### config.mk
export PLATFORM = sky130hd
export DESIGN_NAME = snts_fifo
export DESIGN_NICKNAME = d
export VERILOG_FILES = /design/src/design/snts_pkg.sv /design/src/design/snts_fifo.sv
export SDC_FILE = /design/constraint.sdc
export NUM_CORES = 1
export LEC_CHECK = 0
export BUFFER_PORTS_ARGS = -buffer_cell sky130_fd_sc_hd__buf_4
export CORE_MARGIN = 3
export CORE_UTILIZATION = 47
export DETAILED_ROUTE_END_ITERATION = 6
export HOLD_SLACK_MARGIN = 0.15
export PLACE_DENSITY = 0.83
export SLEW_MARGIN = 20
export SYNTH_ARGS = -nofsm -noshare
export SYNTH_HDL_FRONTEND = slang
export SYNTH_SLANG_ARGS = --single-unit
### constraint.sdc
create_clock -name clk -period 4.05 [get_ports clk]
set_input_delay 0.2025 -clock clk [delete_from_list [all_inputs] [get_ports clk]]
set_output_delay 0.2025 -clock clk [all_outputs]
set_load 0.02 [all_outputs]
### src/design/snts_pkg.sv
// shared types, constants and the power-of-ten table for the token sampler
package snts_pkg;

  localparam int unsigned MANT_W = 60;
  localparam int unsigned EXP_W  = 9;
  localparam int unsigned VAL_W  = 48;
  localparam int unsigned DIV_W  = 76;

  localparam logic [MANT_W-1:0] MANT_LIMIT = 60'd100000000000000000;

  localparam logic [7:0] CH_CR    = 8'h0d;
  localparam logic [7:0] CH_LF    = 8'h0a;
  localparam logic [7:0] CH_SPACE = 8'h20;
  localparam logic [7:0] CH_TAB   = 8'h09;
  localparam logic [7:0] CH_COMMA = 8'h2c;
  localparam logic [7:0] CH_PLUS  = 8'h2b;
  localparam logic [7:0] CH_MINUS = 8'h2d;
  localparam logic [7:0] CH_DOT   = 8'h2e;
  localparam logic [7:0] CH_ZERO  = 8'h30;
  localparam logic [7:0] CH_NINE  = 8'h39;
  localparam logic [7:0] CH_E_UP  = 8'h45;
  localparam logic [7:0] CH_E_LO  = 8'h65;

  typedef enum logic [1:0] {
    ST_OK      = 2'd0,
    ST_INVALID = 2'd1,
    ST_OUTLIER = 2'd2
  } tok_status_t;

  localparam logic [1:0] CFG_AUTO_RANGE  = 2'd0;
  localparam logic [1:0] CFG_MANUAL_LOW  = 2'd1;
  localparam logic [1:0] CFG_MANUAL_HIGH = 2'd2;

  typedef struct packed {
    logic                     bad;
    logic                     neg;
    logic [MANT_W-1:0]        mant;
    logic signed [EXP_W-1:0]  expo;
  } tok_desc_t;

  typedef struct packed {
    logic                     auto_range;
    logic signed [VAL_W-1:0]  manual_low;
    logic signed [VAL_W-1:0]  manual_high;
  } range_cfg_t;

  function automatic logic [MANT_W-1:0] pow10(input logic [4:0] k);
    logic [MANT_W-1:0] p;
    p = 60'd1;
    unique case (k)
      5'd0:  p = 60'd1;
      5'd1:  p = 60'd10;
      5'd2:  p = 60'd100;
      5'd3:  p = 60'd1000;
      5'd4:  p = 60'd10000;
      5'd5:  p = 60'd100000;
      5'd6:  p = 60'd1000000;
      5'd7:  p = 60'd10000000;
      5'd8:  p = 60'd100000000;
      5'd9:  p = 60'd1000000000;
      5'd10: p = 60'd10000000000;
      5'd11: p = 60'd100000000000;
      5'd12: p = 60'd1000000000000;
      5'd13: p = 60'd10000000000000;
      5'd14: p = 60'd100000000000000;
      5'd15: p = 60'd1000000000000000;
      5'd16: p = 60'd10000000000000000;
      5'd17: p = 60'd100000000000000000;
      5'd18: p = 60'd1000000000000000000;
      default: p = 60'd1;
    endcase
    return p;
  endfunction

endpackage

### src/design/snts_fifo.sv
// two-entry queue of finished token descriptors
module snts_fifo import snts_pkg::*; (
  input  logic      clk,
  input  logic      rst_n,
  input  logic      push,
  input  tok_desc_t push_data,
  input  logic      pop,
  output tok_desc_t pop_data,
  output logic      full,
  output logic      empty
);
  tok_desc_t  ent_r [2];
  logic       wp_r, rp_r;
  logic [1:0] cnt_r;

  assign full     = (cnt_r == 2'd2);
  assign empty    = (cnt_r == 2'd0);
  assign pop_data = ent_r[rp_r];

  always_ff @(posedge clk) begin
    if (push && !full) begin
      ent_r[wp_r] <= push_data;
    end
  end

  always_ff @(posedge clk) begin
    if (!rst_n) begin
      wp_r  <= 1'b0;
      rp_r  <= 1'b0;
      cnt_r <= 2'd0;
    end else begin
      if (push && !full) begin
        wp_r <= ~wp_r;
      end
      if (pop && !empty) begin
        rp_r <= ~rp_r;
      end
      cnt_r <= cnt_r + 2'((push && !full) ? 1 : 0) - 2'((pop && !empty) ? 1 : 0);
    end
  end

  a_cnt_range: assert property (@(posedge clk) disable iff (!rst_n) cnt_r != 2'd3)
    else $error("queue count out of range");
endmodule

==> results.yml <==
outcome:
  status: "complete, no violations"
routing:
  drtAntennaViolNets: 0
  drcViolationCount: 0
  detail_route.vias_per_cell: 4.808
  firstDrtPassIters: 4
  vias: 3058
  wl_per_cell_um: 17.22
  wirelength_um: 10950
  drt_iter0_drc: 125
synthesis:
  synth_top_family_by_area: "multiplexers"
  synth.avg_cell_area_um2: 23.22
  synth-edff-count: 142
  synthTopCellsByCount: "edfxtp_1 (142), mux2_4 (70), buf_12 (7), dfxtp_1 (5), xnor2_1 (3)"
  ys_warn_count: 0
  ys_async_sr_fraction_pct: 0
  synth_seq_area_share_pct: 76.39
  synth_most_common_cell: "edfxtp_1"
  ys_ff_latch: 147
  yosys.area.top_type: "edfxtp_1"
  yosys.area_share.xor_xnor_pct: 0.4599
  synthFlopType: "edfxtp_1"
  synth_compound_area_share_pct: 0.1314
  yosys-top-cells-area: "edfxtp_1 (75%), mux2_4 (18%), buf_12 (2.5%), dfxtp_1 (1.8%), xnor2_1 (0.46%)"
  synthesis.nets: 323
  synthMuxAreaShare_pct: 18.77
  synthSimpleGateAreaFrac_pct: 1.029
  synth_fa_ha_area_share_pct: 0.4380
  synth_area_um2: 5713
  synth_cell_types: 17
  synth_top_area_share_pct: 74.64
  syn_inst: 246
global_routing:
  grt_pass1_vias: 3392
  grt_overflow: 0
  grt_antenna_before_repair: 1
  grt_max_degree: 72
  grt_pass1_wl_um: 16620
  grt_usage_pct: 16.72
timing:
  rsz0062_at_grt: "no"
  tightest_slew_ns: 1.043
  slew_viol_final: 0
  fin_ws_ns: 1.753
  setup_viol: 0
  max_freq_ghz: 0.4354
  skew_ns: 0.005425
  hold_viol: 0
  post-route-period-util_pct: 56.71
  fin_setup_tns_ns: 0
  min_period_ns: 2.297
  relSlewSlack_pct: 30.29
power_and_ir_drop:
  p_clk_share_pct: 31.2
  ir_drop_mv: 0.4080
  pwr-share-seq_pct: 39.7
  p_sw_mw: 1.367
  swShare_pct: 26.99
  power_density_nw_per_um2: 616.2
  leakage_nw: 3.261
  combPwrFrac_pct: 29.1
  p_int_mw: 3.697
critical_path:
  slowest_stage: "dfxtp_4"
  crit_path_start_kind: "flip-flop"
  slowest_delay_ns: 0.60
  cp-end-kind: "primary output"
  crit_required_ns: 3.85
  crit_top_cell: "buf_4"
  path_class: "flip-flop to primary output"
  crit_chain: "buf_4 > mux2_4 > buf_4"
  path_max_fanout: 29
  worstPathArrival_ns: 2.09
clock_network:
  clock-sinks: 147
  cts-root-buf: "clkbuf_16"
  clock_path_buffers: 2
  cts_buffers: 17
  cts_resized: 0
  clk_pin_slew_ns: 0.06
  holdBufCountCts: 72
  clkLatencyLatePin_ns: 0.41
  htree_levels: 4
  postCtsSetupBuffers: 0
  cts_tree: "built"
floorplanning:
  initial_core_util_pct: 48.99
  boundaryPins: 148
  die_h_um: 116.3
  core_area_um2: 11660
  die_x_um: 116.3
  rows: 39
  fp.dieArea_um2: 13510
place:
  io_buffers: 147
  pre_cts_slack_ns: 1.848
  dp_hpwl_um: 6424
  globalplace.congestion: 0.6976
layout:
  multi_input_area_um2: 1202
  syn_to_final_growth_pct: 43.85
  drive_gt1_share_pct: 50.81
  seqCellArea_um2: 4368
  fill_cells: 697
  nets: 556
run:
  maxCapViolCount: 0
min_path:
  hold_class: "primary input to flip-flop"
-- power by group through the flow --
stage	clock network, mW	logic [mW]	registers, mW
floorplan	0	1.04	1.99
global placement	0	1.41	2.03
detailed placement	0	1.42	2.04
CTS	1.62	1.49	2.01
global route	1.70	1.56	2.03
finish	1.58	1.47	2.01
-- worst paths after layout --
| kind | from | end | slack [ns] | depth (start not counted) |
|---|---|---|---|---|
| hold / removal | push | wp_r$_SDFFE_PN0P_ | 0.21 | 3 |
| hold reg to reg | wp_r$_SDFFE_PN0P_ | wp_r$_SDFFE_PN0P_ | 0.55 | 2 |
| setup / recovery | flip-flop | pop_data[4] | 1.75 | 3 |
| setup reg to reg | cnt_r[0]$_SDFF_PN0_ | ent_r[0][52]$_DFFE_PP_ | 1.87 | 4 |
-- cell type report --
class,instances,share of cell area [%]
Antenna cell,1,0.03045
Clock buffer,20,5.314
Clock inverter,12,1.979
Inverter,2,0.09135
Multi-Input combinational cell,89,14.63
Sequential cell,147,53.15
Tap cell,143,2.177
Timing Repair Buffer,222,22.62
-- worst max-delay path, delay by kind of cell (launching register included) --
family / cells / cell delay, ns
flops: 1 / 0.60
buf+inv: 2 / 0.70
mux: 1 / 0.35
-- sequential cells by signal, indices dropped and copies added (netlist names), named ones only --
| signal | cells |
|---|---|
| ent_r | 142 |
| cnt_r | 2 |
| rp_r | 1 |
| wp_r | 1 |
-- cell usage in the layout, fill, tap and decap left out, types with 3 or more instances in the layout --
cell,synthesis,final
buf_4,0,149
xnor2_1,3,3
clkinv_2,0,3
dlygate4sd3_1,0,72
clkinv_1,0,3
dfxtp_1,5,4
mux2_4,70,70
clkbuf_1,0,3
bufinv_16,0,4
clkbuf_16,0,17
edfxtp_1,142,142
-- cell families (layout without fill, tap and decap cells) --
family	count (synthesis)	count (layout)
XOR/XNOR	3	3
AO/OA/AOI/OAI	1	1
AND/OR/NAND/NOR	11	11
multiplexers	72	72
other	0	1
buffers and inverters	10	256
flip-flops	147	147
adder cells (fa/ha/maj)	2	2
-- layer usage --
layer	GRT usage [%]	routed length (µm)	up-vias
met1	18.60	4352	1489
met4	7.502	255	0
met5	0	0	-
li1	-	-	1432
met2	28.68	5642	111
met3	6.218	703	26
-- per-stage QoR --
| stage | hold slack [ns] | instances | area (µm²) | util, % | power [mW] |
|---|---|---|---|---|---|
| 4_1_cts | 0.1917 | 635 | 8215 | 70.44 | 5.116 |
| 3_5_place_dp | 0.3903 | 531 | 6895 | 59.12 | 3.465 |
| 5_1_grt | 0.2185 | 636 | 8218 | 70.46 | 5.289 |
| 2_1_floorplan | 0.3014 | 246 | 5715 | - | 3.035 |
| 3_3_place_gp | 0.3879 | 531 | 6895 | 59.12 | 3.434 |
| 6_report | 0.2090 | 636 | 8218 | 70.46 | 5.064 |
Power figures use the tool's default switching activity.
