<file path="src/design/snts_pkg.sv">
// shared types, constants and the power-of-ten table for the token sampler
package snts_pkg;

  localparam int unsigned MANT_W = 60;
  localparam int unsigned EXP_W  = 9;
  localparam int unsigned VAL_W  = 48;
  localparam int unsigned DIV_W  = 76;

  localparam logic [MANT_W-1:0] MANT_LIMIT = 60'd100000000000000000;

  localparam logic [7:0] CH_CR    = 8'h0d;
  localparam logic [7:0] CH_LF    = 8'h0a;
  localparam logic [7:0] CH_SPACE = 8'h20;
  localparam logic [7:0] CH_TAB   = 8'h09;
  localparam logic [7:0] CH_COMMA = 8'h2c;
  localparam logic [7:0] CH_PLUS  = 8'h2b;
  localparam logic [7:0] CH_MINUS = 8'h2d;
  localparam logic [7:0] CH_DOT   = 8'h2e;
  localparam logic [7:0] CH_ZERO  = 8'h30;
  localparam logic [7:0] CH_NINE  = 8'h39;
  localparam logic [7:0] CH_E_UP  = 8'h45;
  localparam logic [7:0] CH_E_LO  = 8'h65;

  typedef enum logic [1:0] {
    ST_OK      = 2'd0,
    ST_INVALID = 2'd1,
    ST_OUTLIER = 2'd2
  } tok_status_t;

  localparam logic [1:0] CFG_AUTO_RANGE  = 2'd0;
  localparam logic [1:0] CFG_MANUAL_LOW  = 2'd1;
  localparam logic [1:0] CFG_MANUAL_HIGH = 2'd2;

  typedef struct packed {
    logic                     bad;
    logic                     neg;
    logic [MANT_W-1:0]        mant;
    logic signed [EXP_W-1:0]  expo;
  } tok_desc_t;

  typedef struct packed {
    logic                     auto_range;
    logic signed [VAL_W-1:0]  manual_low;
    logic signed [VAL_W-1:0]  manual_high;
  } range_cfg_t;

  function automatic logic [MANT_W-1:0] pow10(input logic [4:0] k);
    logic [MANT_W-1:0] p;
    p = 60'd1;
    unique case (k)
      5'd0:  p = 60'd1;
      5'd1:  p = 60'd10;
      5'd2:  p = 60'd100;
      5'd3:  p = 60'd1000;
      5'd4:  p = 60'd10000;
      5'd5:  p = 60'd100000;
      5'd6:  p = 60'd1000000;
      5'd7:  p = 60'd10000000;
      5'd8:  p = 60'd100000000;
      5'd9:  p = 60'd1000000000;
      5'd10: p = 60'd10000000000;
      5'd11: p = 60'd100000000000;
      5'd12: p = 60'd1000000000000;
      5'd13: p = 60'd10000000000000;
      5'd14: p = 60'd100000000000000;
      5'd15: p = 60'd1000000000000000;
      5'd16: p = 60'd10000000000000000;
      5'd17: p = 60'd100000000000000000;
      5'd18: p = 60'd1000000000000000000;
      default: p = 60'd1;
    endcase
    return p;
  endfunction

endpackage

</file>
<file path="src/design/snts_front.sv">
// character front end: builds the token and hands a descriptor to the queue
module snts_front import snts_pkg::*; #(
  parameter int unsigned TOKEN_CAPACITY = 32
) (
  input  logic      clk,
  input  logic      rst_n,
  input  logic      take,
  input  logic [7:0] rx_byte,
  output logic      desc_push,
  output tok_desc_t desc
);
  localparam int unsigned CW = $clog2(TOKEN_CAPACITY);

  logic [CW-1:0]       chars_r;
  logic                inv_r, dot_r, dig_r, neg_r, expf_r, stop_r;
  logic [MANT_W-1:0]   mant_r;
  logic signed [7:0]   ds_r;
  logic [6:0]          ex_r;

  logic        is_digit, is_sep, is_legal;
  logic [3:0]  dval;
  logic [MANT_W-1:0] mant_mac;
  logic [10:0] ex_mac;

  assign is_digit = (rx_byte >= CH_ZERO) && (rx_byte <= CH_NINE);
  assign is_sep   = (rx_byte == CH_CR) || (rx_byte == CH_LF) || (rx_byte == CH_SPACE) ||
                    (rx_byte == CH_TAB) || (rx_byte == CH_COMMA);
  assign is_legal = is_digit || (rx_byte == CH_PLUS) || (rx_byte == CH_MINUS) ||
                    (rx_byte == CH_DOT) || (rx_byte == CH_E_UP) || (rx_byte == CH_E_LO);
  assign dval     = 4'(rx_byte - CH_ZERO);
  assign mant_mac = (mant_r << 3) + (mant_r << 1) + MANT_W'(dval);
  assign ex_mac   = ({4'b0, ex_r} << 3) + ({4'b0, ex_r} << 1) + 11'(dval);

  assign desc_push = take && is_sep && (chars_r != '0);
  assign desc.bad  = inv_r || !dig_r;
  assign desc.neg  = neg_r;
  assign desc.mant = mant_r;
  assign desc.expo = EXP_W'(ds_r) + $signed({2'b00, ex_r});

  always_ff @(posedge clk) begin
    if (!rst_n || (take && (is_sep || !is_legal))) begin
      chars_r <= '0;
      inv_r   <= 1'b0;
      dot_r   <= 1'b0;
      dig_r   <= 1'b0;
      neg_r   <= 1'b0;
      expf_r  <= 1'b0;
      stop_r  <= 1'b0;
      mant_r  <= '0;
      ds_r    <= '0;
      ex_r    <= '0;
    end else if (take && (chars_r < CW'(TOKEN_CAPACITY - 1))) begin
      chars_r <= chars_r + 1'b1;
      if (is_digit) begin
        dig_r <= 1'b1;
        if (!(inv_r || stop_r)) begin
          priority if (expf_r) begin
            ex_r <= (ex_mac > 11'd127) ? 7'd127 : ex_mac[6:0];
          end else if (dot_r) begin
            if ((ds_r > -8'sd18) && (mant_r < MANT_LIMIT)) begin
              mant_r <= mant_mac;
              ds_r   <= ds_r - 8'sd1;
            end
          end else if (mant_r < MANT_LIMIT) begin
            mant_r <= mant_mac;
          end else if (ds_r < 8'sd127) begin
            ds_r <= ds_r + 8'sd1;
          end
        end
      end else if ((rx_byte == CH_PLUS) || (rx_byte == CH_MINUS)) begin
        if (chars_r != '0) begin
          inv_r <= 1'b1;
        end else if (rx_byte == CH_MINUS) begin
          neg_r <= 1'b1;
        end
      end else if (rx_byte == CH_DOT) begin
        if (dot_r) begin
          inv_r <= 1'b1;
        end else begin
          dot_r <= 1'b1;
          if (expf_r) begin
            stop_r <= 1'b1;
          end
        end
      end else if (!stop_r) begin
        // exponent marker
        priority if (expf_r) begin
          stop_r <= 1'b1;
        end else if (dig_r) begin
          expf_r <= 1'b1;
        end else begin
          stop_r <= 1'b1;
        end
      end
    end
  end
endmodule

</file>
<file path="config.mk">
export PLATFORM = sky130hd
export DESIGN_NAME = snts_front
export DESIGN_NICKNAME = d
export VERILOG_FILES = /design/src/design/snts_pkg.sv /design/src/design/snts_front.sv
export SDC_FILE = /design/constraint.sdc
export NUM_CORES = 1
export LEC_CHECK = 0
export BUFFER_PORTS_ARGS = -buffer_cell sky130_fd_sc_hd__clkbuf_2
export CAP_MARGIN = 0
export CORE_MARGIN = 10
export CORE_UTILIZATION = 30
export DETAILED_ROUTE_END_ITERATION = 16
export SLEW_MARGIN = 20
export SYNTH_ARGS = -nofsm -noshare
export SYNTH_HDL_FRONTEND = slang
export SYNTH_SLANG_ARGS = --single-unit
</file>
<file path="constraint.sdc">
create_clock -name clk -period 3.8 [get_ports clk]
set_input_delay 0.38 -clock clk [delete_from_list [all_inputs] [get_ports clk]]
set_output_delay 0.38 -clock clk [all_outputs]
set_load 0.005 [all_outputs]
</file>
==> impl_metrics.py <==
metrics = {
    "critical_path": {
        "worst_setup_path_end_kind": "flip-flop",
        "timing.reg2reg.worst_path_depth": 14,
        "timing.critical_path.cells": "inv_1 -> fa_1 -> inv_1 -> fa_1 -> a21o_1 -> a221oi_4 -> nor2_2 -> a311oi_2 -> a22o_4 -> o31ai_4 -> a21oi_4 -> nor3_2 -> or3_1 -> nand3_1",
        "worst_path_largest_cell_delay_ps": 510,
        "worstPathRequired_ps": 4090,
        "crit_family": "compound AO/OA/AOI/OAI gates",
        "slowest_stage": "fa_1",
        "setup.worst_path.start_class": "flip-flop",
        "critical_path.max_fanout": 5,
        "launch_point_of_the_worst_reg_to_reg_path": "mant_r[0]$_SDFFE_PP0P_",
        "r2r_end": "mant_r[52]$_SDFFE_PP0P_",
        "number_of_buffers_and_inverters_on_the_critical_path": 2,
        "crit_path_category": "reg -> reg",
        "ff2ff_setup_slack_ps": 210,
        "data_arrival_time_of_the_critical_path_ps": 3880,
    },
    "global_routing": {
        "grt_use_total_pct": 13.66,
        "number_of_antenna_violations_at_the_first_check_in_global_routing": 0,
        "grt.overflow.total": 0,
        "grt_first_pass_wirelength_um": 40120,
        "largest_net_degree_at_the_start_of_global_routing": 32,
        "via_count_of_the_first_global_routing_pass": 7767,
    },
    "placement": {
        "post_place_setup_slack_ps": 11.08,
        "dpl_cell_area_um2": 9269,
        "gp_routability_congestion": 0.8705,
        "io_buffer_count": 82,
        "dpl.hpwl_um": 19590,
    },
    "clock_network": {
        "cts_hold_buffers": 0,
        "clock_latency_ps": 360,
        "postCtsSetupRepairBufs": 0,
        "tritoncts.num_buffers": 9,
        "cts.sink_count": 86,
        "cts_tree": "done",
        "max-clock-path-buffers": 2,
        "cts.htree.levels": 3,
        "cts.reportedPaths.clkPinSlew_ps": 70,
        "clk_root_buffer_cell": "clkbuf_16",
    },
    "timing": {
        "postLayoutSetupSlackWorst_ps": 207.3,
        "slew-limit-headroom_pct": 62.54,
        "worst_pin_slew_ps": 556.0,
        "clock_skew_ps": 15.76,
        "max_clock_freq_mhz": 278.3,
        "setup-tns-final_ps": 0,
        "finalSetupViolCount": 0,
        "final-max-slew-violation-count": 0,
        "report.final.hold_viol_count": 0,
        "grt_setup_unrepaired": "no",
        "period_share_pct": 94.55,
        "finalWorstPathRequiredPeriod_ps": 3593,
    },
    "hold_path": {
        "worstHoldStart": "take",
        "whs_path_cells": 3,
        "worstHoldPathType": "in -> reg",
        "holdPathEnd": "chars_r[0]$_SDFFE_PP0P_",
    },
    "die": {
        "dieArea_um2": 35030,
        "core_area_um2": 27710,
        "initial_utilization_pct": 30.26,
        "design.portCount": 83,
        "chipWidth_um": 187.2,
        "fp.dieH_um": 187.2,
        "number_of_rows_created_at_floorplan": 61,
    },
    "detailed_routing": {
        "post_drt_via_cell_ratio": 5.221,
        "detailedRoute.firstIterationViolations": 515,
        "detail-route-antenna-nets": 0,
        "routed_vias": 7920,
        "drtPass1Iterations": 7,
        "avgRoutedWirePerCell_um": 16.29,
        "drc": 0,
        "postRouteWirelength_um": 24710,
    },
    "power_and_ir_drop": {
        "share_seq_of_total_power_pct": 48.2,
        "p_leak_nw": 4.564,
        "switching_share_pct": 25.73,
        "power.total_mw": 1.873,
        "vdd_drop_max_mv": 0.2009,
        "p_int_mw": 1.391,
        "clkPwrFrac_pct": 47.4,
        "comb_power_share_pct": 4.3,
        "switching_power_mw": 0.4820,
        "pd_cells_nw_per_um2": 195.4,
    },
    "layout": {
        "final_layout_size_suffix_gt1_share_pct": 13.78,
        "finish.utilization_pct": 34.60,
        "final_nets": 1293,
        "area_growth_pct": 14.33,
        "final_design_area_no_fill_um2": 9585,
        "number_of_diodes_added_for_antenna_fixing": 0,
    },
    "synth": {
        "post_synthesis_async_set_or_reset_flop_share_pct": 0,
        "number_of_enable_flip_flop_cells_after_synthesis": 0,
        "synthesis.area_per_instance_um2": 7.887,
        "yosys_register_bits": 86,
        "ys.flop_type": "dfxtp_1",
        "mappedNetlistNets": 1222,
        "synthesized_area_um2": 8384,
        "synth.yosys.seq_area_share_pct": 20.53,
        "synth_cell_types": 77,
        "synthCells": 1063,
        "yosys_warnings": 0,
    },
    "status": {
        "run_status": "complete, no violations",
    },
    "run": {
        "maxCapViolCount": 0,
    },
}
## sequential cells by signal, indices dropped and copies added, names as in the netlist
register / count
inv_r: 1
chars_r: 5
stop_r: 1
neg_r: 1
expf_r: 1
ds_r: 8
mant_r: 60
dig_r: 1
dot_r: 1
ex_r: 7
## worst max path at each step
stage | startpoint | to | slack, ps | depth (start not counted)
final | mant_r[0]$_SDFFE_PP0P_ | mant_r[52]$_SDFFE_PP0P_ | 210 | 14
after global routing | mant_r[0]$_SDFFE_PP0P_ | mant_r[52]$_SDFFE_PP0P_ | 20 | 14
after floorplan | rx_byte[3] | mant_r[52]$_SDFFE_PP0P_ | 350 | 14
after CTS | mant_r[0]$_SDFFE_PP0P_ | mant_r[52]$_SDFFE_PP0P_ | 140 | 14
after detailed placement | rx_byte[3] | mant_r[52]$_SDFFE_PP0P_ | 10 | 15
after global placement | rx_byte[3] | mant_r[52]$_SDFFE_PP0P_ | 5 | 15
## power groups by stage
stage | Combinational (mW) | Sequential, mW | Clock, mW
2_1_floorplan | 0.0466 | 0.924 | 0
3_3_place_gp | 0.0795 | 0.925 | 0
3_5_place_dp | 0.0808 | 0.925 | 0
4_1_cts | 0.0810 | 0.903 | 0.907
5_1_grt | 0.0897 | 0.904 | 0.949
6_report | 0.0811 | 0.904 | 0.889
## worst register-to-register path, cell delays in order (launching register included)
cell and delay, ps:
dfxtp_1 370, inv_1 70, fa_1 510, inv_1 70
fa_1 460, a21o_1 230, a221oi_4 310, nor2_2 100
a311oi_2 350, a22o_4 220, o31ai_4 120, a21oi_4 240
nor3_2 70, or3_1 350, nand3_1 70
## cell families (layout without fill, tap and decap cells)
logic type	count (synthesis)	count (layout)	share of synthesized area (%)
fa+ha+maj	148	148	22.62
xor+xnor	71	71	7.417
simple gates	332	332	18.83
buf+inv	88	164	4.238
flops	86	86	20.53
compound gates	331	331	25.49
mux	7	7	0.8655
## area by class of cell
class	instances	area, um^2
fill	2985	18120
multi-input combinational	889	6356
sequential	86	1722
timing repair buffer	106	590.6
tap	378	473.0
clock buffer	10	239.0
inverter	42	157.7
clock inverter	6	47.55
## metal layers
metal / GRT usage [%] / vias up / part of all wire (%)
met3: 2.424 / 25 / 4.0
met5: 0 / - / 0
met4: 2.605 / 0 / 0.95
li1: - / 4005 / -
met1: 17.01 / 3733 / 47
met2: 24.07 / 157 / 48
## Yosys cell counts (3+ instances only)
cell type / number / area (um^2)
a211oi_1: 7 / 52.55
a21o_1: 47 / 352.8
a21oi_1: 137 / 685.7
a31oi_1: 13 / 81.33
and2_1: 7 / 43.79
and3_1: 7 / 43.79
and4_1: 4 / 35.03
buf_1: 7 / 26.28
buf_2: 13 / 65.06
clkbuf_1: 23 / 86.33
dfxtp_1: 86 / 1722
fa_1: 6 / 120.1
ha_1: 142 / 1777
inv_1: 41 / 153.9
mux2i_1: 5 / 50.05
nand2_1: 141 / 529.3
nand2b_1: 5 / 31.28
nand3_1: 30 / 150.1
nand4_1: 23 / 143.9
nand4b_1: 4 / 35.03
nor2_1: 64 / 240.2
nor2b_1: 6 / 37.54
nor3_1: 18 / 90.09
o211ai_1: 6 / 45.04
o21a_1: 5 / 37.54
o21ai_0: 30 / 150.1
o21ai_1: 20 / 100.1
o21bai_1: 19 / 142.6
o221a_2: 8 / 90.09
o31a_1: 3 / 26.28
o31ai_1: 4 / 30.03
or2_2: 3 / 18.77
xnor2_1: 47 / 411.6
xor2_1: 24 / 210.2
## cell usage in the layout, fill, tap and decap left out, types with 8 or more instances in the layout
cell type  instances
ha_1             142
nand2_1          141
a21oi_1          136
dfxtp_1           86
clkbuf_2          82
nor2_1            63
a21o_1            47
xnor2_1           47
inv_1             41
nand3_1           30
o21ai_0           29
xor2_1            24
buf_4             24
nand4_1           23
o21ai_1           20
o21bai_1          19
nor3_1            18
a31oi_1           13
clkbuf_16          9
o221a_2            8
## timing repair
item | in CTS | in global routing
resized for setup | 0 | 6
endpoints found under the setup margin | 0 | 11
hold endpoints to repair | 0 | 0
## stage by stage
stage	std cells	hold slack [ps]
after floorplan	1063	431.3
after global placement	1501	445.0
after CTS	1517	337.4
after global routing	1517	354.6
final	1517	349.3
after detailed placement	1501	457.9
No activity file was read; power rests on OpenSTA's default activity.
